===== src/design/ouart_pkg.sv =====
// Shared constants, types and helpers for the oversampled UART with FIFOs.
`default_nettype none

package ouart_pkg;

    // FIFO geometry
    localparam int TX_DEPTH = 256;
    localparam int RX_DEPTH = 128;
    localparam int TX_PTR_W = $clog2(TX_DEPTH);
    localparam int RX_PTR_W = $clog2(RX_DEPTH);

    // Word and frame geometry
    localparam int BYTE_W     = 8;
    localparam int DATA_BITS  = 8;
    localparam int FRAME_BITS = 10;
    localparam int BIT_IDX_W  = 4;
    localparam int TICK_CNT_W = 4;
    localparam int RX_CD_W    = 5;

    // Oversampling register
    localparam int TPB_W     = 5;
    localparam int TPB_MIN   = 4;
    localparam int TPB_MAX   = 16;
    localparam int TPB_RESET = 8;

    typedef enum logic [1:0] {
        KIND_TICK = 2'd0,
        KIND_PUSH = 2'd1,
        KIND_POP  = 2'd2
    } kind_t;

    typedef enum logic [1:0] {
        EV_NONE     = 2'd0,
        EV_STORED   = 2'd1,
        EV_FRAMING  = 2'd2,
        EV_OVERRUN  = 2'd3
    } rx_event_t;

    // Decoded item, qualified by the input handshake
    typedef struct packed {
        logic tick;
        logic push;
        logic pop;
    } item_cmd_t;

    typedef struct packed {
        logic line;
        logic accepted;
    } tx_status_t;

    typedef struct packed {
        logic      valid;
        rx_event_t ev;
    } rx_status_t;

    // Clamp the written register into the usable range
    function automatic logic [TPB_W-1:0] clamp_tpb(input logic [TPB_W-1:0] raw);
        logic [TPB_W-1:0] res;
        begin
            res = raw;
            if (raw < TPB_W'(TPB_MIN))
            begin
                res = TPB_W'(TPB_MIN);
            end
            else if (raw > TPB_W'(TPB_MAX))
            begin
                res = TPB_W'(TPB_MAX);
            end
            return res;
        end
    endfunction

endpackage

`default_nettype wire


===== src/design/ouart_if.sv =====
// Valid/ready channel interfaces for items, results and the configuration word.
`default_nettype none

interface ouart_item_if;
    logic       valid;
    logic       ready;
    logic [1:0] kind;
    logic       rx_pin;
    logic [7:0] tx_data;

    modport source (output valid, output kind, output rx_pin, output tx_data, input ready);
    modport sink   (input valid, input kind, input rx_pin, input tx_data, output ready);
endinterface

interface ouart_result_if;
    logic       valid;
    logic       ready;
    logic       tx_line;
    logic       tx_accepted;
    logic       rx_valid;
    logic [7:0] rx_data;
    logic [1:0] rx_event;

    modport source (output valid, output tx_line, output tx_accepted, output rx_valid,
                    output rx_data, output rx_event, input ready);
    modport sink   (input valid, input tx_line, input tx_accepted, input rx_valid,
                    input rx_data, input rx_event, output ready);
endinterface

interface ouart_cfg_if;
    logic       valid;
    logic       ready;
    logic [4:0] data;

    modport source (output valid, output data, input ready);
    modport sink   (input valid, input data, output ready);
endinterface

`default_nettype wire


===== src/design/ouart_tx.sv =====
// Transmit FIFO memory and 8N1 frame serializer.
`default_nettype none

module ouart_tx (
    input  wire logic                        clk,
    input  wire logic                        rst_n,
    input  wire ouart_pkg::item_cmd_t        cmd,
    input  wire logic [ouart_pkg::BYTE_W-1:0] push_data,
    input  wire logic [ouart_pkg::TPB_W-1:0]  tpb,
    output ouart_pkg::tx_status_t            status
);
    import ouart_pkg::*;

    logic [BYTE_W-1:0]     store [TX_DEPTH];
    logic [BYTE_W-1:0]     rd_q;

    logic [TX_PTR_W-1:0]   head_reg, head_next;
    logic [TX_PTR_W-1:0]   tail_reg, tail_next;
    logic                  busy_reg, busy_next;
    logic [BYTE_W-1:0]     byte_reg, byte_next;
    logic [BIT_IDX_W-1:0]  idx_reg, idx_next;
    logic [TICK_CNT_W-1:0] cnt_reg, cnt_next;
    logic                  level_reg, level_next;
    logic                  fetch_reg, fetch_next;

    logic                  wr_en;
    logic                  rd_en;
    logic                  accepted;
    logic                  load;
    logic                  frame_bit;
    logic [BIT_IDX_W-1:0]  data_sel;
    logic [TPB_W-1:0]      cnt_inc;
    logic [BIT_IDX_W-1:0]  idx_inc;

    function automatic logic [TX_PTR_W-1:0] ptr_inc(input logic [TX_PTR_W-1:0] p);
        begin
            return (p == TX_PTR_W'(TX_DEPTH - 1)) ? '0 : p + 1'b1;
        end
    endfunction

    // Pick the level of the current frame bit: start, data LSB first, stop
    always_comb
    begin
        data_sel = idx_reg - 1'b1;
        if (idx_reg == '0)
        begin
            frame_bit = 1'b0;
        end
        else if (idx_reg == BIT_IDX_W'(FRAME_BITS - 1))
        begin
            frame_bit = 1'b1;
        end
        else
        begin
            frame_bit = byte_reg[data_sel[$clog2(DATA_BITS)-1:0]];
        end
    end

    // Advance the serializer and the FIFO pointers for one item
    always_comb
    begin
        head_next  = head_reg;
        tail_next  = tail_reg;
        busy_next  = busy_reg;
        idx_next   = idx_reg;
        cnt_next   = cnt_reg;
        level_next = level_reg;
        fetch_next = 1'b0;
        byte_next  = fetch_reg ? rd_q : byte_reg;
        wr_en      = 1'b0;
        rd_en      = 1'b0;
        accepted   = 1'b0;
        load       = 1'b0;
        cnt_inc    = TPB_W'(cnt_reg) + 1'b1;
        idx_inc    = idx_reg + 1'b1;

        if (cmd.push)
        begin
            if (ptr_inc(head_reg) != tail_reg)
            begin
                wr_en     = 1'b1;
                accepted  = 1'b1;
                head_next = ptr_inc(head_reg);
                // idle means the FIFO was empty, so the pushed word is the one loaded
                if (!busy_reg)
                begin
                    byte_next = push_data;
                    tail_next = ptr_inc(tail_reg);
                    busy_next = 1'b1;
                    idx_next  = '0;
                    cnt_next  = '0;
                end
            end
        end
        else if (cmd.tick)
        begin
            if (!busy_reg)
            begin
                load = 1'b1;
            end
            else
            begin
                if (cnt_reg == '0 && idx_reg < BIT_IDX_W'(FRAME_BITS))
                begin
                    level_next = frame_bit;
                end
                if (cnt_inc >= tpb)
                begin
                    cnt_next = '0;
                    idx_next = idx_inc;
                    if (idx_inc >= BIT_IDX_W'(FRAME_BITS))
                    begin
                        busy_next  = 1'b0;
                        level_next = 1'b1;
                        load       = 1'b1;
                    end
                end
                else
                begin
                    cnt_next = cnt_inc[TICK_CNT_W-1:0];
                end
            end
            // fetch the next queued word; its data bits are needed ticks later
            if (load && head_reg != tail_reg)
            begin
                rd_en      = 1'b1;
                fetch_next = 1'b1;
                tail_next  = ptr_inc(tail_reg);
                busy_next  = 1'b1;
                idx_next   = '0;
                cnt_next   = '0;
            end
        end
    end

    // FIFO memory: one write port, one registered read port
    always_ff @(posedge clk)
    begin
        if (wr_en)
        begin
            store[head_reg] <= push_data;
        end
        if (rd_en)
        begin
            rd_q <= store[tail_reg];
        end
    end

    // Control registers
    always_ff @(posedge clk or negedge rst_n)
    begin
        if (!rst_n)
        begin
            head_reg  <= '0;
            tail_reg  <= '0;
            busy_reg  <= 1'b0;
            idx_reg   <= '0;
            cnt_reg   <= '0;
            level_reg <= 1'b1;
            fetch_reg <= 1'b0;
        end
        else
        begin
            head_reg  <= head_next;
            tail_reg  <= tail_next;
            busy_reg  <= busy_next;
            idx_reg   <= idx_next;
            cnt_reg   <= cnt_next;
            level_reg <= level_next;
            fetch_reg <= fetch_next;
        end
    end

    // Hold the word being sent
    always_ff @(posedge clk)
    begin
        byte_reg <= byte_next;
    end

    assign status.line     = level_next;
    assign status.accepted = accepted;

endmodule

`default_nettype wire


===== src/design/ouart_rx.sv =====
// Receive deserializer and receive FIFO memory.
`default_nettype none

module ouart_rx (
    input  wire logic                         clk,
    input  wire logic                         rst_n,
    input  wire ouart_pkg::item_cmd_t         cmd,
    input  wire logic                         pin,
    input  wire logic [ouart_pkg::TPB_W-1:0]   tpb,
    output ouart_pkg::rx_status_t             status,
    output logic [ouart_pkg::BYTE_W-1:0]       rd_data
);
    import ouart_pkg::*;

    logic [BYTE_W-1:0]    store [RX_DEPTH];

    logic [RX_PTR_W-1:0]  head_reg, head_next;
    logic [RX_PTR_W-1:0]  tail_reg, tail_next;
    logic                 busy_reg, busy_next;
    logic [BIT_IDX_W-1:0] idx_reg, idx_next;
    logic [BYTE_W-1:0]    shift_reg, shift_next;
    logic [RX_CD_W-1:0]   cd_reg, cd_next;
    logic                 prev_reg, prev_next;

    logic                 start;
    logic                 busy1;
    logic [RX_CD_W-1:0]   cd1;
    logic [RX_CD_W-1:0]   cd2;
    logic [BIT_IDX_W-1:0] idx1;
    logic [BYTE_W-1:0]    shift1;
    logic                 wr_en;
    logic                 rd_en;
    logic                 pop_valid;
    rx_event_t            ev;

    function automatic logic [RX_PTR_W-1:0] ptr_inc(input logic [RX_PTR_W-1:0] p);
        begin
            return (p == RX_PTR_W'(RX_DEPTH - 1)) ? '0 : p + 1'b1;
        end
    endfunction

    // Detect the start edge, count down to mid-bit, sample and store
    always_comb
    begin
        head_next  = head_reg;
        tail_next  = tail_reg;
        busy_next  = busy_reg;
        idx_next   = idx_reg;
        shift_next = shift_reg;
        cd_next    = cd_reg;
        prev_next  = prev_reg;
        wr_en      = 1'b0;
        rd_en      = 1'b0;
        pop_valid  = 1'b0;
        ev         = EV_NONE;

        start  = cmd.tick && !busy_reg && prev_reg && !pin;
        busy1  = busy_reg || start;
        cd1    = start ? (RX_CD_W'(tpb) + RX_CD_W'(tpb >> 1)) : cd_reg;
        idx1   = start ? '0 : idx_reg;
        shift1 = start ? '0 : shift_reg;
        cd2    = (cd1 != '0) ? cd1 - 1'b1 : cd1;

        if (cmd.tick)
        begin
            prev_next  = pin;
            busy_next  = busy1;
            idx_next   = idx1;
            shift_next = shift1;
            cd_next    = cd1;
            if (busy1)
            begin
                cd_next = cd2;
                if (cd2 == '0)
                begin
                    if (idx1 < BIT_IDX_W'(DATA_BITS))
                    begin
                        shift_next = shift1 | (BYTE_W'(pin) << idx1[$clog2(DATA_BITS)-1:0]);
                        idx_next   = idx1 + 1'b1;
                        cd_next    = RX_CD_W'(tpb);
                    end
                    else
                    begin
                        busy_next = 1'b0;
                        if (!pin)
                        begin
                            ev = EV_FRAMING;
                        end
                        else if (ptr_inc(head_reg) != tail_reg)
                        begin
                            wr_en     = 1'b1;
                            head_next = ptr_inc(head_reg);
                            ev        = EV_STORED;
                        end
                        else
                        begin
                            ev = EV_OVERRUN;
                        end
                    end
                end
            end
        end
        else if (cmd.pop)
        begin
            if (head_reg != tail_reg)
            begin
                rd_en     = 1'b1;
                pop_valid = 1'b1;
                tail_next = ptr_inc(tail_reg);
            end
        end
    end

    // FIFO memory: one write port, one registered read port
    always_ff @(posedge clk)
    begin
        if (wr_en)
        begin
            store[head_reg] <= shift_reg;
        end
        if (rd_en)
        begin
            rd_data <= store[tail_reg];
        end
    end

    // Control registers
    always_ff @(posedge clk or negedge rst_n)
    begin
        if (!rst_n)
        begin
            head_reg  <= '0;
            tail_reg  <= '0;
            busy_reg  <= 1'b0;
            idx_reg   <= '0;
            shift_reg <= '0;
            cd_reg    <= '0;
            prev_reg  <= 1'b1;
        end
        else
        begin
            head_reg  <= head_next;
            tail_reg  <= tail_next;
            busy_reg  <= busy_next;
            idx_reg   <= idx_next;
            shift_reg <= shift_next;
            cd_reg    <= cd_next;
            prev_reg  <= prev_next;
        end
    end

    assign status.valid = pop_valid;
    assign status.ev    = ev;

endmodule

`default_nettype wire


===== src/design/oversampled_uart_with_fifos_top.sv =====
// Top level: 8N1 UART with transmit and receive FIFOs, item and result channels.
//
// One item (oversampling tick, push of a transmit word, or pop of a received
// word) is taken every clock cycle unless both result stages are full and
// stalled. Each item yields exactly one result word, which moves through result
// stage A, then stage B, to the result channel; stage A waits on the registered
// receive FIFO read port that supplies rx_data. A two-deep result stage lets the
// block keep taking items while one result waits. The FIFO memories need no
// clearing pass: ring pointers alone track which words are live, so the block
// takes items as soon as reset is released. ticks_per_bit may be written at any
// time the block is idle; values below 4 act as 4 and above 16 act as 16.
`default_nettype none

module oversampled_uart_with_fifos_top (
    input  wire logic      clk,
    input  wire logic      rst_n,
    ouart_item_if.sink     item,
    ouart_result_if.source result,
    ouart_cfg_if.sink      cfg
);
    import ouart_pkg::*;

    logic [TPB_W-1:0]  tpb_reg;
    logic [TPB_W-1:0]  tpb;

    logic              accept;
    item_cmd_t         cmd;
    tx_status_t        tx_status;
    rx_status_t        rx_status;
    logic [BYTE_W-1:0] rx_rd_data;

    // Stage A: result just computed, rx_data still at the FIFO read port
    logic              a_valid_reg, a_valid_next;
    tx_status_t        a_tx_reg;
    rx_status_t        a_rx_reg;

    // Stage B: result shown on the port
    logic              b_valid_reg, b_valid_next;
    tx_status_t        b_tx_reg;
    rx_status_t        b_rx_reg;
    logic [BYTE_W-1:0] b_data_reg;

    logic              a_move;

    // Configuration register, always ready
    assign cfg.ready = 1'b1;

    always_ff @(posedge clk or negedge rst_n)
    begin
        if (!rst_n)
        begin
            tpb_reg <= TPB_W'(TPB_RESET);
        end
        else if (cfg.valid)
        begin
            tpb_reg <= cfg.data;
        end
    end

    assign tpb = clamp_tpb(tpb_reg);

    // Decode the accepted item
    assign a_move     = a_valid_reg && (!b_valid_reg || result.ready);
    assign item.ready = !a_valid_reg || a_move;
    assign accept     = item.valid && item.ready;
    assign cmd.tick   = accept && (item.kind == KIND_TICK);
    assign cmd.push   = accept && (item.kind == KIND_PUSH);
    assign cmd.pop    = accept && (item.kind == KIND_POP);

    ouart_tx u_tx (
        .clk       (clk),
        .rst_n     (rst_n),
        .cmd       (cmd),
        .push_data (item.tx_data),
        .tpb       (tpb),
        .status    (tx_status)
    );

    ouart_rx u_rx (
        .clk     (clk),
        .rst_n   (rst_n),
        .cmd     (cmd),
        .pin     (item.rx_pin),
        .tpb     (tpb),
        .status  (rx_status),
        .rd_data (rx_rd_data)
    );

    // Advance the two result stages
    always_comb
    begin
        a_valid_next = a_valid_reg;
        b_valid_next = b_valid_reg;
        if (accept)
        begin
            a_valid_next = 1'b1;
        end
        else if (a_move)
        begin
            a_valid_next = 1'b0;
        end
        if (a_move)
        begin
            b_valid_next = 1'b1;
        end
        else if (result.ready)
        begin
            b_valid_next = 1'b0;
        end
    end

    always_ff @(posedge clk or negedge rst_n)
    begin
        if (!rst_n)
        begin
            a_valid_reg <= 1'b0;
            b_valid_reg <= 1'b0;
        end
        else
        begin
            a_valid_reg <= a_valid_next;
            b_valid_reg <= b_valid_next;
        end
    end

    // Result payloads
    always_ff @(posedge clk)
    begin
        if (accept)
        begin
            a_tx_reg <= tx_status;
            a_rx_reg <= rx_status;
        end
        if (a_move)
        begin
            b_tx_reg   <= a_tx_reg;
            b_rx_reg   <= a_rx_reg;
            b_data_reg <= a_rx_reg.valid ? rx_rd_data : '0;
        end
    end

    assign result.valid       = b_valid_reg;
    assign result.tx_line     = b_tx_reg.line;
    assign result.tx_accepted = b_tx_reg.accepted;
    assign result.rx_valid    = b_rx_reg.valid;
    assign result.rx_data     = b_data_reg;
    assign result.rx_event    = b_rx_reg.ev;

endmodule

`default_nettype wire


===== src/flat_wrapper.sv =====
// flat-port wrapper written by rule: the top's interface ports become plain ports
module oversampled_uart_with_fifos_top_flat import ouart_pkg::*;
  (clk, rst_n, item_valid, item_kind, item_rx_pin, item_tx_data, item_ready, result_valid, result_tx_line, result_tx_accepted, result_rx_valid, result_rx_data, result_rx_event, result_ready, cfg_valid, cfg_data, cfg_ready);
  ouart_item_if item_i ();
  ouart_result_if result_i ();
  ouart_cfg_if cfg_i ();
  input  wire logic clk;
  input  wire logic rst_n;
  input wire logic [$bits(item_i.valid)-1:0] item_valid;
  input wire logic [$bits(item_i.kind)-1:0] item_kind;
  input wire logic [$bits(item_i.rx_pin)-1:0] item_rx_pin;
  input wire logic [$bits(item_i.tx_data)-1:0] item_tx_data;
  output wire logic [$bits(item_i.ready)-1:0] item_ready;
  output wire logic [$bits(result_i.valid)-1:0] result_valid;
  output wire logic [$bits(result_i.tx_line)-1:0] result_tx_line;
  output wire logic [$bits(result_i.tx_accepted)-1:0] result_tx_accepted;
  output wire logic [$bits(result_i.rx_valid)-1:0] result_rx_valid;
  output wire logic [$bits(result_i.rx_data)-1:0] result_rx_data;
  output wire logic [$bits(result_i.rx_event)-1:0] result_rx_event;
  input wire logic [$bits(result_i.ready)-1:0] result_ready;
  input wire logic [$bits(cfg_i.valid)-1:0] cfg_valid;
  input wire logic [$bits(cfg_i.data)-1:0] cfg_data;
  output wire logic [$bits(cfg_i.ready)-1:0] cfg_ready;
  assign item_i.valid = item_valid;
  assign item_i.kind = item_kind;
  assign item_i.rx_pin = item_rx_pin;
  assign item_i.tx_data = item_tx_data;
  assign item_ready = item_i.ready;
  assign result_valid = result_i.valid;
  assign result_tx_line = result_i.tx_line;
  assign result_tx_accepted = result_i.tx_accepted;
  assign result_rx_valid = result_i.rx_valid;
  assign result_rx_data = result_i.rx_data;
  assign result_rx_event = result_i.rx_event;
  assign result_i.ready = result_ready;
  assign cfg_i.valid = cfg_valid;
  assign cfg_i.data = cfg_data;
  assign cfg_ready = cfg_i.ready;
  oversampled_uart_with_fifos_top u_core (.clk(clk), .rst_n(rst_n), .item(item_i), .result(result_i), .cfg(cfg_i));
endmodule

===== config.mk =====
export PLATFORM = sky130hd
export DESIGN_NAME = oversampled_uart_with_fifos_top_flat
export DESIGN_NICKNAME = d
export VERILOG_FILES = /design/src/design/ouart_pkg.sv /design/src/design/ouart_if.sv /design/src/design/ouart_tx.sv /design/src/design/ouart_rx.sv /design/src/design/oversampled_uart_with_fifos_top.sv /design/src/flat_wrapper.sv
export SDC_FILE = /design/constraint.sdc
export NUM_CORES = 2
export LEC_CHECK = 0
export BUFFER_PORTS_ARGS = -buffer_cell sky130_fd_sc_hd__clkbuf_2
export CAP_MARGIN = 20
export CORE_MARGIN = 10
export CORE_UTILIZATION = 30
export CTS_CLUSTER_SIZE = 24
export DETAILED_ROUTE_END_ITERATION = 6
export GPL_TIMING_DRIVEN = 0
export PLACE_DENSITY = 0.47
export RECOVER_POWER = 100
export SLEW_MARGIN = 15
export SYNTH_ARGS = -nofsm -noshare
export SYNTH_HDL_FRONTEND = slang
export SYNTH_HIERARCHICAL = 1
export SYNTH_SLANG_ARGS = --single-unit

===== constraint.sdc =====
create_clock -name clk -period 7.45 [get_ports clk]
set_input_delay 0.3725 -clock clk [delete_from_list [all_inputs] [get_ports clk]]
set_output_delay 0.3725 -clock clk [all_outputs]
set_load 0.1 [all_outputs]

==> run_results.csv <==
group,metric,value,unit
synth,seq_area_frac_synth,76.1,%
global_route,grt_pass1_wl,618000,um
outcome,outcome,"complete, but fails checks",
worst_setup_path,cp_data_arrival_time,7.98,ns
power_and_ir_drop,pwr-share-comb,31.5,%
clock_network,cts_tree,"yes",
timing,tns,0,ns
final_layout,area_growth_syn_to_layout,15.5,%
final_layout,regMostFlops,"u_core/u_tx/store",
detailed_routing,drtIter0Drc,11200,
clock_network,clk_latency,0.97,ns
synth,netlist_instances,5869,
final_layout,instances_no_fill,12100,
synth,ys_types,91,
synth,ys_async_sr_fraction,2.11,%
power_and_ir_drop,power.density,372,nW/um^2
timing,period_share,98.3,%
place,dp_cells,11500,
floorplan,rows,236,
detailed_routing,routed_wl,472000,um
detailed_routing,num_vias,69200,
clock_network,cts.sinks,3181,
synth,netlist.area_leader.share,74.7,%
synth,synth_largest_area_cell,"edfxtp_1",
synth,synth_most_common_cell,"edfxtp_1",
worst_hold_path,min_from,"item_kind[1]",
place,hpwl,312000,um
synth,synth_edf_count,3106,
timing,tightestPinTransition,5.34,ns
clock_network,cts_buffers,339,
floorplan,coreArea,414000,sq um
detailed_routing,via_per_inst,5.70,
final_layout,fill_cells,38500,
timing,fin_skew,0.0948,ns
power_and_ir_drop,power_switching_share,35.5,%
final_layout,reg_top3,"u_core/u_tx/store x2048, u_core/u_rx/store x1024",
timing,clock.fmax,137,MHz
detailed_routing,route.detailed.drc,0,
global_route,overflow,0,
final_layout,nNetsFinal,6424,
worst_hold_path,holdPathStages,5,
timing,rsz0062_at_grt,"false",
worst_setup_path,end_kind,"flip-flop",
power_and_ir_drop,power_frac_clock,30.8,%
timing,drv_slew,3085,
clock_network,htreeDepth,5,
outcome,violations,"capacitance limit, slew limit",
power_and_ir_drop,p_seq_share,37.7,%
worst_hold_path,hp-class,"in -> reg",
synth,synth_ff_type,"edfxtp_1",
synth,synthesis.nets,5916,
run,cap_violations,61,
worst_setup_path,cp_max_fo,10,
worst_setup_path,crit_type,"reg -> reg",
worst_setup_path,required,8.11,ns
floorplan,die_h,665,um
floorplan,die_area,443000,sq um
timing,fin_crit,7.32,ns
floorplan,die_w,665,um
global_route,grt_max_degree,117,
power_and_ir_drop,netSwitchingPower,19.0,mW
worst_setup_path,crit_start,"u_core/u_tx/tail_reg[1]",
floorplan,start_util,30.2,%
clock_network,cts_root_buf,"clkbuf_16",
clock_network,post_cts_buffers,0,
worst_setup_path,rr_startpoint,"u_core/u_tx/tail_reg[1]",
timing,timing.slew.headroom,-256,%
synth,synth-warning-count,6,
power_and_ir_drop,cellLeakagePower,43.3,nW
worst_setup_path,reg2regPathDepth,10,
timing,finalSetupViolCount,0,
power_and_ir_drop,ir_drop,0.000265,V
floorplan,io_pins,37,
place,io_buffers,34,
final_layout,largest_reg_flops,2048,
clock_network,clockBufferDepth,4,
synth,avgSynthCellArea,21.3,sq um
final_layout,final_layout_size_suffix_gt1_share,24.9,%
synth,yosys-top-cells-count,"3106 x edfxtp_1, 839 x mux4_2, 391 x nor2_1",
global_route,grt_usage,20.5,%
global_route,grt_antenna_before_repair,60,
synth,synth_area_leaders,"edfxtp_1 75%, mux4_2 15%, dfrtp_1 1.3%, nor2_1 1.2%, mux2i_1 0.72%",
detailed_routing,ant_nets,0,
timing,hold_viol_final,0,
worst_setup_path,cp-start-kind,"flip-flop",
detailed_routing,firstDrtPassIters,7,
global_route,grt_pass1_vias,66000,
power_and_ir_drop,cellInternalPower,34.6,mW
synth,ys_ff_latch,3181,
place,routabilityCongestion,0.943,
clock_network,path_clk_slew,0.06,ns
detailed_routing,wl_per_cell,38.9,um
synth,synth_area,125000,sq um
[metal layers]
layer	track usage (%)	share of wire, %	vias to the layer above
met5	0.107	0.062	-
li1	-	-	25700
met2	30.5	44	4469
met1	28.2	40	38100
met4	7.98	4.5	34
met3	6.29	12	880
[worst paths after layout]
| path | to | slack (ns) |
|---|---|---|
| worst max-delay path | u_core/u_tx/rd_q[7] | 0.13 |
| max in group asynchronous | u_core/u_tx/tail_reg[5] | 4.14 |
| worst min-delay path | u_core/u_tx/busy_reg | 0.13 |
| worst min register to register | u_core/result.rx_event[1] | 0.42 |
| worst max register to register | u_core/u_tx/rd_q[7] | 0.13 |
| min in group asynchronous | u_core/u_rx/tail_reg[1] | 0.59 |
[cells by family after synthesis]
group	after synthesis	synth area share (%)
AND/OR/NAND/NOR	822	3.06
flip-flops	3181	76.1
other	1	0.00300
buffers and inverters	386	1.59
multiplexers	950	16.0
XOR/XNOR	42	0.305
AO/OA/AOI/OAI	461	2.59
adder cells (fa/ha/maj)	26	0.266
[power groups by stage]
stage / clock, mW / combinational [mW] / sequential [mW]
after CTS: 16.8 / 16.5 / 20.1
after global placement: 0 / 15.9 / 20.7
after global routing: 17.5 / 16.8 / 20.2
after detailed placement: 0 / 16.5 / 20.5
after floorplan: 0 / 7.54 / 20.5
final: 16.5 / 16.9 / 20.2
[critical path, cell delays in order, from the launching register on]
cell and delay [ns]:
dfrtp_1 0.35, buf_2 0.39, buf_2 0.63, clkbuf_2 0.93, clkbuf_1 1.77, buf_2 0.91, mux4_2 0.38, a22oi_1 0.07
a21oi_1 0.64, nor4_1 0.13, nor3_1 0.69
[repair_timing]
item / 4_1_cts / 5_1_grt
hold buffers: 21 / 0
resized for setup: 0 / 0
hold endpoints to repair: 263 / 0
[layout make-up]
cell class                      instances  area [sq um]  share of cell area (%)
Antenna cell                           21          52.6                  0.0364
Buffer                                354          1920                    1.33
Clock buffer                          410          8860                    6.14
Clock inverter                        204          1800                    1.25
Inverter                               32           120                  0.0833
Multi-Input combinational cell       2302         27800                    19.3
Sequential cell                      3181         95100                    65.9
Tap cell                             5474          6850                    4.75
Timing Repair Buffer                  167          1730                    1.20
[layout by cell type, fill, tap and decap left out, drive strengths merged, types with 24 or more instances in the layout]
cell type	count
nor4	26
nand3	61
inv	43
nor2	391
a21oi	72
clkinv	154
clkbuf	663
edfxtp	3106
bufinv	24
nand2	149
a221oi	35
mux4	839
ha	25
a22o	32
nor3	57
dfrtp	64
mux2i	90
a22oi	109
buf	243
xnor2	26
o21ai	77
[stage by stage]
step | power (mW) | setup WS, ns | instance area (sq um) | hold slack, ns | util (%)
floorplan | 28.1 | 2.49 | 125000 | 0.0769 | -
global route | 54.5 | 0.503 | 144000 | 0.181 | 34.8
global placement | 36.6 | 0.0394 | 132000 | 0.403 | 31.9
finish | 53.6 | 0.128 | 144000 | 0.134 | 34.8
detailed placement | 37.0 | 1.26 | 134000 | 0.405 | 32.4
CTS | 53.4 | 1.09 | 145000 | 0.0259 | 35.1
(Power assumes the default switching activity.)
